--- src/rtl/ohmac_pkg.sv ---
// Shared types, register codes and range constants for the ohmmeter converter.
package ohmac_pkg;

    localparam int SAMPLE_W = 16;
    localparam int RES_W    = 32;
    localparam int GAIN_W   = 32;
    localparam int OFFS_W   = 16;
    localparam int CAL_W    = GAIN_W + OFFS_W;
    localparam int THR_W    = 16;
    localparam int RANGES   = 4;
    localparam int RANGE_W  = 2;
    localparam int ADDR_W   = 6;
    localparam int DATA_W   = 64;
    localparam int IDX_W    = 3;

    localparam logic [1:0] MODE_MANUAL     = 2'd0;
    localparam logic [1:0] MODE_AUTO       = 2'd1;
    localparam logic [1:0] MODE_CONTINUITY = 2'd2;

    localparam logic [IDX_W-1:0] REG_MODE      = 3'd0;
    localparam logic [IDX_W-1:0] REG_MANUAL    = 3'd1;
    localparam logic [IDX_W-1:0] REG_THRESHOLD = 3'd2;
    localparam logic [IDX_W-1:0] REG_CAL0      = 3'd3;
    localparam logic [IDX_W-1:0] REG_CAL1      = 3'd4;
    localparam logic [IDX_W-1:0] REG_CAL2      = 3'd5;
    localparam logic [IDX_W-1:0] REG_CAL3      = 3'd6;

    localparam logic [THR_W-1:0] THRESHOLD_RESET = 16'd1000;
    localparam logic [RANGE_W-1:0] AUTO_RANGE_RESET = 2'd1;
    localparam logic [RANGES-1:0][CAL_W-1:0] CAL_RESET = {
        48'd2162721036144, 48'd220012289676, 48'd16324891257, 48'd16324891257
    };

    localparam logic [RANGES-1:0][RES_W-1:0] RANGE_LIMIT = {
        32'd20000000, 32'd2000000, 32'd200000, 32'd20000
    };
    localparam logic [RANGES-1:0][RES_W-1:0] RANGE_LOWER = {
        32'd1700000, 32'd170000, 32'd17000, 32'd0
    };
    localparam logic [RANGES-1:0][RES_W-1:0] RANGE_UPPER = {
        32'd22000000, 32'd2200000, 32'd220000, 32'd22000
    };

    typedef struct packed {
        logic [1:0]                   mode;
        logic [RANGE_W-1:0]           manual_range;
        logic [THR_W-1:0]             threshold;
        logic [RANGES-1:0][CAL_W-1:0] cal;
    } ohmac_cfg_t;

    typedef struct packed {
        logic [RES_W-1:0]   resistance;
        logic               valid;
        logic [RANGE_W-1:0] range_used;
        logic [RANGE_W-1:0] range_next;
        logic               beep;
    } ohmac_result_t;

endpackage

--- src/rtl/ohmac_regs.sv ---
// Configuration register file with APB-style access.
module ohmac_regs
    import ohmac_pkg::*;
(
    input  logic              aclk,
    input  logic              aresetn,
    input  logic              psel,
    input  logic              penable,
    input  logic              pwrite,
    input  logic [ADDR_W-1:0] paddr,
    input  logic [DATA_W-1:0] pwdata,
    output logic [DATA_W-1:0] prdata,
    output logic              pready,
    output ohmac_cfg_t        cfg,
    output logic              auto_set
);

    ohmac_cfg_t       cfg_reg;
    ohmac_cfg_t       cfg_next;
    logic             write_en;
    logic [IDX_W-1:0] reg_index;

    assign pready    = 1'b1;
    assign write_en  = psel & penable & pwrite;
    assign reg_index = paddr[ADDR_W-1:ADDR_W-IDX_W];
    assign cfg       = cfg_reg;
    assign auto_set  = write_en && (reg_index == REG_MODE) && (pwdata[1:0] == MODE_AUTO);

    always_comb begin
        cfg_next = cfg_reg;
        if (write_en) begin
            case (reg_index)
                REG_MODE:      cfg_next.mode         = pwdata[1:0];
                REG_MANUAL:    cfg_next.manual_range = pwdata[RANGE_W-1:0];
                REG_THRESHOLD: cfg_next.threshold    = pwdata[THR_W-1:0];
                REG_CAL0:      cfg_next.cal[0]       = pwdata[CAL_W-1:0];
                REG_CAL1:      cfg_next.cal[1]       = pwdata[CAL_W-1:0];
                REG_CAL2:      cfg_next.cal[2]       = pwdata[CAL_W-1:0];
                REG_CAL3:      cfg_next.cal[3]       = pwdata[CAL_W-1:0];
                default:       cfg_next = cfg_reg;
            endcase
        end
    end

    always_ff @(posedge aclk) begin
        if (!aresetn) begin
            cfg_reg.mode         <= MODE_MANUAL;
            cfg_reg.manual_range <= '0;
            cfg_reg.threshold    <= THRESHOLD_RESET;
            cfg_reg.cal          <= CAL_RESET;
        end else begin
            cfg_reg <= cfg_next;
        end
    end

    always_comb begin
        case (reg_index)
            REG_MODE:      prdata = {{(DATA_W-2){1'b0}}, cfg_reg.mode};
            REG_MANUAL:    prdata = {{(DATA_W-RANGE_W){1'b0}}, cfg_reg.manual_range};
            REG_THRESHOLD: prdata = {{(DATA_W-THR_W){1'b0}}, cfg_reg.threshold};
            REG_CAL0:      prdata = {{(DATA_W-CAL_W){1'b0}}, cfg_reg.cal[0]};
            REG_CAL1:      prdata = {{(DATA_W-CAL_W){1'b0}}, cfg_reg.cal[1]};
            REG_CAL2:      prdata = {{(DATA_W-CAL_W){1'b0}}, cfg_reg.cal[2]};
            REG_CAL3:      prdata = {{(DATA_W-CAL_W){1'b0}}, cfg_reg.cal[3]};
            default:       prdata = '0;
        endcase
    end

endmodule

--- src/rtl/ohmac_core.sv ---
// Sample conversion, autorange decision and auto range state.
module ohmac_core
    import ohmac_pkg::*;
(
    input  logic                aclk,
    input  logic                aresetn,
    input  ohmac_cfg_t          cfg,
    input  logic                auto_set,
    input  logic                fire,
    input  logic [SAMPLE_W-1:0] sample,
    output ohmac_result_t       result
);

    logic [RANGE_W-1:0]        auto_range_reg;
    logic [RANGE_W-1:0]        auto_range_next;
    logic [RANGE_W-1:0]        used;
    logic [RANGE_W-1:0]        fitted;
    logic [CAL_W-1:0]          cal;
    logic [GAIN_W-1:0]         gain;
    logic [OFFS_W-1:0]         offset;
    logic [SAMPLE_W+GAIN_W-1:0] product;
    logic [RES_W-1:0]          scaled;
    logic [RES_W-1:0]          res;
    logic                      valid;
    logic                      out_of_band;

    always_comb begin
        case (cfg.mode)
            MODE_AUTO:       used = auto_range_reg;
            MODE_CONTINUITY: used = '0;
            default:         used = cfg.manual_range;
        endcase
    end

    assign valid   = (sample != '0) && (sample != '1);
    assign cal     = cfg.cal[used];
    assign gain    = cal[CAL_W-1:OFFS_W];
    assign offset  = cal[OFFS_W-1:0];
    assign product = (SAMPLE_W+GAIN_W)'(sample) * (SAMPLE_W+GAIN_W)'(gain);
    assign scaled  = product[SAMPLE_W+GAIN_W-1:SAMPLE_W];

    always_comb begin
        if (!valid || scaled <= RES_W'(offset)) begin
            res = '0;
        end else begin
            res = scaled - RES_W'(offset);
        end
    end

    always_comb begin
        if (res <= RANGE_LIMIT[0]) begin
            fitted = 2'd0;
        end else if (res <= RANGE_LIMIT[1]) begin
            fitted = 2'd1;
        end else if (res <= RANGE_LIMIT[2]) begin
            fitted = 2'd2;
        end else begin
            fitted = 2'd3;
        end
    end

    assign out_of_band = (res < RANGE_LOWER[used]) || (res > RANGE_UPPER[used]);

    always_comb begin
        result.resistance = res;
        result.valid      = valid;
        result.range_used = used;
        result.range_next = used;
        if (cfg.mode == MODE_AUTO && valid && out_of_band) begin
            result.range_next = fitted;
        end
        result.beep = (cfg.mode == MODE_CONTINUITY) && valid
                      && (res < RES_W'(cfg.threshold));
    end

    always_comb begin
        auto_range_next = auto_range_reg;
        if (auto_set) begin
            auto_range_next = AUTO_RANGE_RESET;
        end else if (fire && cfg.mode == MODE_AUTO) begin
            auto_range_next = result.range_next;
        end
    end

    always_ff @(posedge aclk) begin
        if (!aresetn) begin
            auto_range_reg <= AUTO_RANGE_RESET;
        end else begin
            auto_range_reg <= auto_range_next;
        end
    end

endmodule

--- src/rtl/ohmmeter_autorange_converter_unit.sv ---
// Top level: autoranging ohmmeter converter with input and result registers.
// Pipeline: sample_reg holds an accepted input, out_reg its result on m_valid.
// Throughput: 1 transaction per cycle unless m_ready stalls; the multiply,
// offset subtract and range decision are combinational, so the auto range
// feeds the very next sample. Reset: aresetn synchronous, active low; clears
// both stages, loads register defaults and sets the auto range to the 2k range.
module ohmmeter_autorange_converter_unit
    import ohmac_pkg::*;
(
    input  logic                aclk,
    input  logic                aresetn,
    input  logic                psel,
    input  logic                penable,
    input  logic                pwrite,
    input  logic [ADDR_W-1:0]   paddr,
    input  logic [DATA_W-1:0]   pwdata,
    output logic [DATA_W-1:0]   prdata,
    output logic                pready,
    input  logic                s_valid,
    output logic                s_ready,
    input  logic [SAMPLE_W-1:0] s_adc_sample,
    output logic                m_valid,
    input  logic                m_ready,
    output logic [RES_W-1:0]    m_resistance_centiohm,
    output logic                m_reading_valid,
    output logic [RANGE_W-1:0]  m_range_used,
    output logic [RANGE_W-1:0]  m_range_next,
    output logic                m_continuity_beep
);

    ohmac_cfg_t          cfg;
    logic                auto_set;
    ohmac_result_t       result;
    logic                in_valid_reg;
    logic                in_valid_next;
    logic [SAMPLE_W-1:0] sample_reg;
    logic                out_valid_reg;
    logic                out_valid_next;
    ohmac_result_t       out_reg;
    logic                advance;
    logic                fire;

    ohmac_regs u_regs (
        .aclk     (aclk),
        .aresetn  (aresetn),
        .psel     (psel),
        .penable  (penable),
        .pwrite   (pwrite),
        .paddr    (paddr),
        .pwdata   (pwdata),
        .prdata   (prdata),
        .pready   (pready),
        .cfg      (cfg),
        .auto_set (auto_set)
    );

    ohmac_core u_core (
        .aclk     (aclk),
        .aresetn  (aresetn),
        .cfg      (cfg),
        .auto_set (auto_set),
        .fire     (fire),
        .sample   (sample_reg),
        .result   (result)
    );

    assign advance = !out_valid_reg || m_ready;
    assign fire    = in_valid_reg && advance;
    assign s_ready = !in_valid_reg || advance;

    always_comb begin
        in_valid_next = in_valid_reg;
        if (s_ready) begin
            in_valid_next = s_valid;
        end
        out_valid_next = out_valid_reg;
        if (advance) begin
            out_valid_next = in_valid_reg;
        end
    end

    always_ff @(posedge aclk) begin
        if (!aresetn) begin
            in_valid_reg  <= 1'b0;
            out_valid_reg <= 1'b0;
        end else begin
            in_valid_reg  <= in_valid_next;
            out_valid_reg <= out_valid_next;
        end
    end

    always_ff @(posedge aclk) begin
        if (s_valid && s_ready) begin
            sample_reg <= s_adc_sample;
        end
        if (fire) begin
            out_reg <= result;
        end
    end

    assign m_valid               = out_valid_reg;
    assign m_resistance_centiohm = out_reg.resistance;
    assign m_reading_valid       = out_reg.valid;
    assign m_range_used          = out_reg.range_used;
    assign m_range_next          = out_reg.range_next;
    assign m_continuity_beep     = out_reg.beep;

endmodule

--- config.mk ---
export PLATFORM = sky130hd
export DESIGN_NAME = ohmmeter_autorange_converter_unit
export DESIGN_NICKNAME = d
export VERILOG_FILES = /design/src/rtl/ohmac_pkg.sv /design/src/rtl/ohmac_regs.sv /design/src/rtl/ohmac_core.sv /design/src/rtl/ohmmeter_autorange_converter_unit.sv
export SDC_FILE = /design/constraint.sdc
export NUM_CORES = 2
export LEC_CHECK = 0
export BUFFER_PORTS_ARGS = -buffer_cell sky130_fd_sc_hd__buf_4
export CAP_MARGIN = 15
export CORE_MARGIN = 2
export CORE_UTILIZATION = 38
export DETAILED_ROUTE_END_ITERATION = 10
export GPL_TIMING_DRIVEN = 0
export SETUP_SLACK_MARGIN = 0.5
export SLEW_MARGIN = 10
export SYNTH_ARGS = -nofsm -noshare
export SYNTH_HDL_FRONTEND = slang
export SYNTH_SLANG_ARGS = --single-unit
--- constraint.sdc ---
create_clock -name aclk -period 12.2 [get_ports aclk]
set_clock_uncertainty 0.15 [all_clocks]
set_input_delay 0 -clock aclk [delete_from_list [all_inputs] [get_ports aclk]]
set_output_delay 0 -clock aclk [all_outputs]
set_load 0.01 [all_outputs]
# Word-level counts from Yosys, hierarchy flattened

Index checks and enable logic that the tools add are counted.

$add $sub $neg: 1
Multiply operators: 1
Order comparisons: 8
Equality and inequality tests: 10
Muxes and demuxes: 13
Bitwise operators: 3
Reduce and logical (&&, ||, !) cells: 27

Operators with widths:

| cell                   | number |
|---|---|
| $pmux W48 S7           | 1 |
| $bmux W32 S2           | 2 |
| $bmux W48 S2           | 1 |
| $mux W32               | 3 |
| $mul A16 B32 Y48       | 1 |
| $mux W48               | 1 |
| $gt A32 B32 Y1         | 1 |
| $le A32 B15 Y1 const B | 1 |
| $le A32 B16 Y1         | 1 |
| $le A32 B18 Y1 const B | 1 |
| $le A32 B21 Y1 const B | 1 |
| $lt A32 B16 Y1         | 1 |
| $lt A32 B32 Y1         | 1 |
| $sub A32 B16 Y32       | 1 |
| $ne A16 B16 Y1 const B | 1 |
| $reduce_bool A16 Y1    | 1 |
| $reduce_and A2 Y1      | 7 |
| $logic_and A1 B1 Y1    | 10 |
| $eq A3 B3 Y1 const B   | 3 |
| $eq A3 B2 Y1 const B   | 2 |
| $mux W2                | 3 |
| $eq A2 B1 Y1 const B   | 2 |
| $logic_or A1 B1 Y1     | 4 |
| $pmux W2 S2            | 1 |
| other kinds (9)        | 12 |

Register bits after elaboration: 270
Input port bits: 93
Output and inout bits: 105
Word-level logic and storage cells: 79

# Longest topological paths before layout

Depth after elaboration: 13
Depth in mapped cells: 61
Mapped depth without buffers: 56

# Modules after synthesis

A second synthesis with hierarchy kept.

Cells, all modules: 3907
Area total of the unflattened synthesis: 32532.5 um^2

Modules (own cells, without submodules):

| module                            | instances | cells an instance | area an instance (um^2) | seq. area each (um^2) |
|---|---|---|---|---|
| ohmac_core                        | 1         | 2794              | 21289.2                 | 40.0 |
| ohmac_regs                        | 1         | 1050              | 9517.9                  | 4244.1 |
| ohmmeter_autorange_converter_unit | 1         | 63                | 1725.4                  | 1661.6 |

# Worst setup path before layout

OpenSTA, ideal clock, no wires.

Kind: register -> register
From: register u_regs.cfg_reg (netlist bit u_regs.cfg[210])
To: register u_core.auto_range_reg[1]
Library setup time: 118 ps
Arrival: 12394 ps
Required time: 11932 ps
Setup slack: -462 ps
Stages on the path, launching flop included: 55
Path buffers: 8
Period minus slack after synthesis: 12662 ps
Path through: dfxtp_1 > inv_1 > ha_1 > nand3b_1 > nand2_1 > clkbuf_1 > clkbuf_1 > buf_1 > nand2_1 > a31oi_1 > clkbuf_1 > nand2_1 > fa_1 > fa_1 > fa_1 > fa_1 > inv_1 > fa_1 > [19 not listed] > a21oi_1 > a21oi_1 > nor4_1 > a41o_2 > buf_6 > clkbuf_1 > clkbuf_1 > nor2_1 > ha_1 > nand2_1 > nor3_1 > nand3_1 > nor4b_2 > o21ai_1 > a2111o_1 > and3_1 > o32a_1 > o2111a_1

RTL lines:

| what                     | line             | source |
|---|---|---|
| start: declaration       | ohmac_regs.sv:18 | `ohmac_cfg_t cfg_reg;` |
| start signal: assignment | ohmac_regs.sv:52 | `cfg_reg <= cfg_next;` |
| end signal: assignment   | ohmac_core.sv:89 | `auto_range_reg <= auto_range_next;` |
| end: declaration         | ohmac_core.sv:14 | `logic [RANGE_W-1:0] auto_range_reg;` |

==> metrics.yaml <==
cpPeakStageDelay_ns: 0.53
ys_async_sr_fraction_pct: 0
grt_pass1_wl_um: 192000
setup.worst_path.end_class: "register"
fin_nets: 5171
grt_pass1_vias: 31300
grt_overflow: 0
cts_root_buffer: "clkbuf_16"
synth_top_area_share_pct: 26.0
timing_max_transition_violations_final: 0
largest_reg_flops: 212
worstPathMaxFanout: 10
synth.most_common_cell: "nand2_1"
failed_checks: "negative setup slack"
clk_pin_slew_worst_paths_ns: 0.06
yosysSeqAreaShare_pct: 18.5
critPathMostFrequentCell: "fa_1"
die-area_um2: 87000
clock_latency_ns: 0.60
yosys-top-cells-area: "fa_1 26%, dfxtp_1 13%, nand2_1 12%"
tightestPinTransition_ns: 1.21
maxCapViolCount: 0
status: "complete, but fails checks"
postSynthAreaPerCell_um2: 8.08
die_x_um: 295
ys_warn_count: 0
cts_buffer_depth: 3
setup_viol_count_final: 5
synthTopCellsByCount: "1048 x nand2_1, 456 x inv_1, 418 x fa_1, 225 x clkbuf_1, 216 x dfxtp_1"
worst_slack_ns: -0.226
via_count: 31300
grt_max_degree: 27
cts_buffers: 34
ys_seq_elements: 270
synth_area_um2: 32200
viasPerCell: 5.55
place_area_um2: 35100
initial_core_util_pct: 38.4
critPathRequiredTime_ns: 12.49
layout-drive-gt1-share_pct: 17.9
path_class: "reg2reg"
drtIter0Drc: 3175
cts_tree: "built"
num_rows: 106
finalHoldViolations: 0
crit_slowest_cell: "fa_1"
drt_wl_total_um: 128000
gp_congestion: 0.966
start_kind: "register"
h-tree-depth: 2
grt_antenna_before_repair: 4
synth_top_cell_by_area: "fa_1"
finalSetupTns_ns: -0.770
clock-sinks: 270
max_freq_mhz: 80.5
fin_area_um2: 41300
core-area_um2: 83700
min_path_type: "in2reg"
dr.pass1.iters: 6
syn_inst: 3978
period_needed_ns: 12.43
period_share_pct: 102
avgRoutedWirePerCell_um: 22.6
rrSetupSlack_ns: -0.23
rsz0062_at_grt: "true"
drc: 0
port_buffers: 158
dominantRegCellSynth: "dfxtp_1"
drtAntennaViolNets: 0
synthToLayoutAreaGrowth_pct: 28.6
dp_hpwl_um: 95000
cp.arrival_ns: 12.71
synth_edf_count: 54
grt_use_total_pct: 29.3
slew_headroom_pct: 19.5
die_h_um: 295
io_pins: 198
synthDistinctLibCells: 94
cell usage in the layout, fill, tap and decap left out, types with 132 or more instances in the layout:
cell and instances:
a21boi_0 132, and2_1 195, buf_4 342, clkbuf_1 161
dfxtp_1 214, fa_1 392, ha_1 152, inv_1 444
nand2_1 1023, nand3_1 133
final cells by class:
cell class | count | area, um^2
repair buffers | 456 | 3990
fillers | 8028 | 42300
plain buffers | 262 | 1890
clock inverters | 14 | 145
flip-flops and latches | 270 | 5950
diodes | 3 | 7.51
clock buffers | 48 | 995
inverters | 457 | 1720
multi-input cells | 3004 | 25200
well taps | 1134 | 1420
logic make-up after synthesis:
group	synth area share [%]
AND/OR/NAND/NOR	24.4
buffers and inverters	8.65
adder cells (fa/ha/maj)	32.8
AO/OA/AOI/OAI	13.4
flip-flops	18.5
XOR/XNOR	1.47
multiplexers	0.802
other	0.0234
worst max-delay path, delay by kind of cell (launching register included):
family                     cells  cell delay, ns
xor gates and xnor gates       1            0.16
buffers and inverters         14            2.03
adders and majority gates     10            4.10
DFF                            1            0.35
and+or+nand+nor               16            2.59
AOI/OAI and AO/OA             14            2.88
per-layer routing:
metal / GRT usage (%) / part of all wire (%)
met3: 6.26 / 9.6
met1: 37.2 / 39
met5: 0 / 0
met2: 47.0 / 45
met4: 14.8 / 5.7
path summary, 6_finish.rpt:
kind                   startpoint                  endpoint  cells past startpoint
setup / recovery  u_regs.cfg[210]  u_core.auto_range_reg[1]                     55
hold / removal         pwdata[21]           u_regs.cfg[165]                      4
setup reg to reg  u_regs.cfg[210]  u_core.auto_range_reg[1]                     55
hold reg to reg    u_regs.cfg[76]            u_regs.cfg[76]                      2
through the flow:
| step | setup slack, ns | util, % | hold WS (ns) | std cells |
|---|---|---|---|---|
| 6_report | -0.226 | 49.4 | 0.0437 | 5648 |
| 5_1_grt | -0.492 | 49.4 | 0.0527 | 5645 |
| 4_1_cts | 0.0188 | 48.1 | 0.0196 | 5583 |
| 3_5_place_dp | -3.05 | 42.0 | 0.0293 | 5292 |
| 3_3_place_gp | -3.43 | 41.8 | 0.0331 | 5285 |
| 2_1_floorplan | 0.502 | - | -0.0511 | 3993 |
timing repair:
item,CTS,global route
endpoints found under the setup margin,37,5
cloned,6,0
endpoints found under the hold margin,232,0
hold buffers,89,0
resized for setup,394,165
pin swaps,123,97
setup buffers,134,62
Power is not shown: default switching activity piles up to over one toggle a cycle in this logic, so the estimate is an artifact.
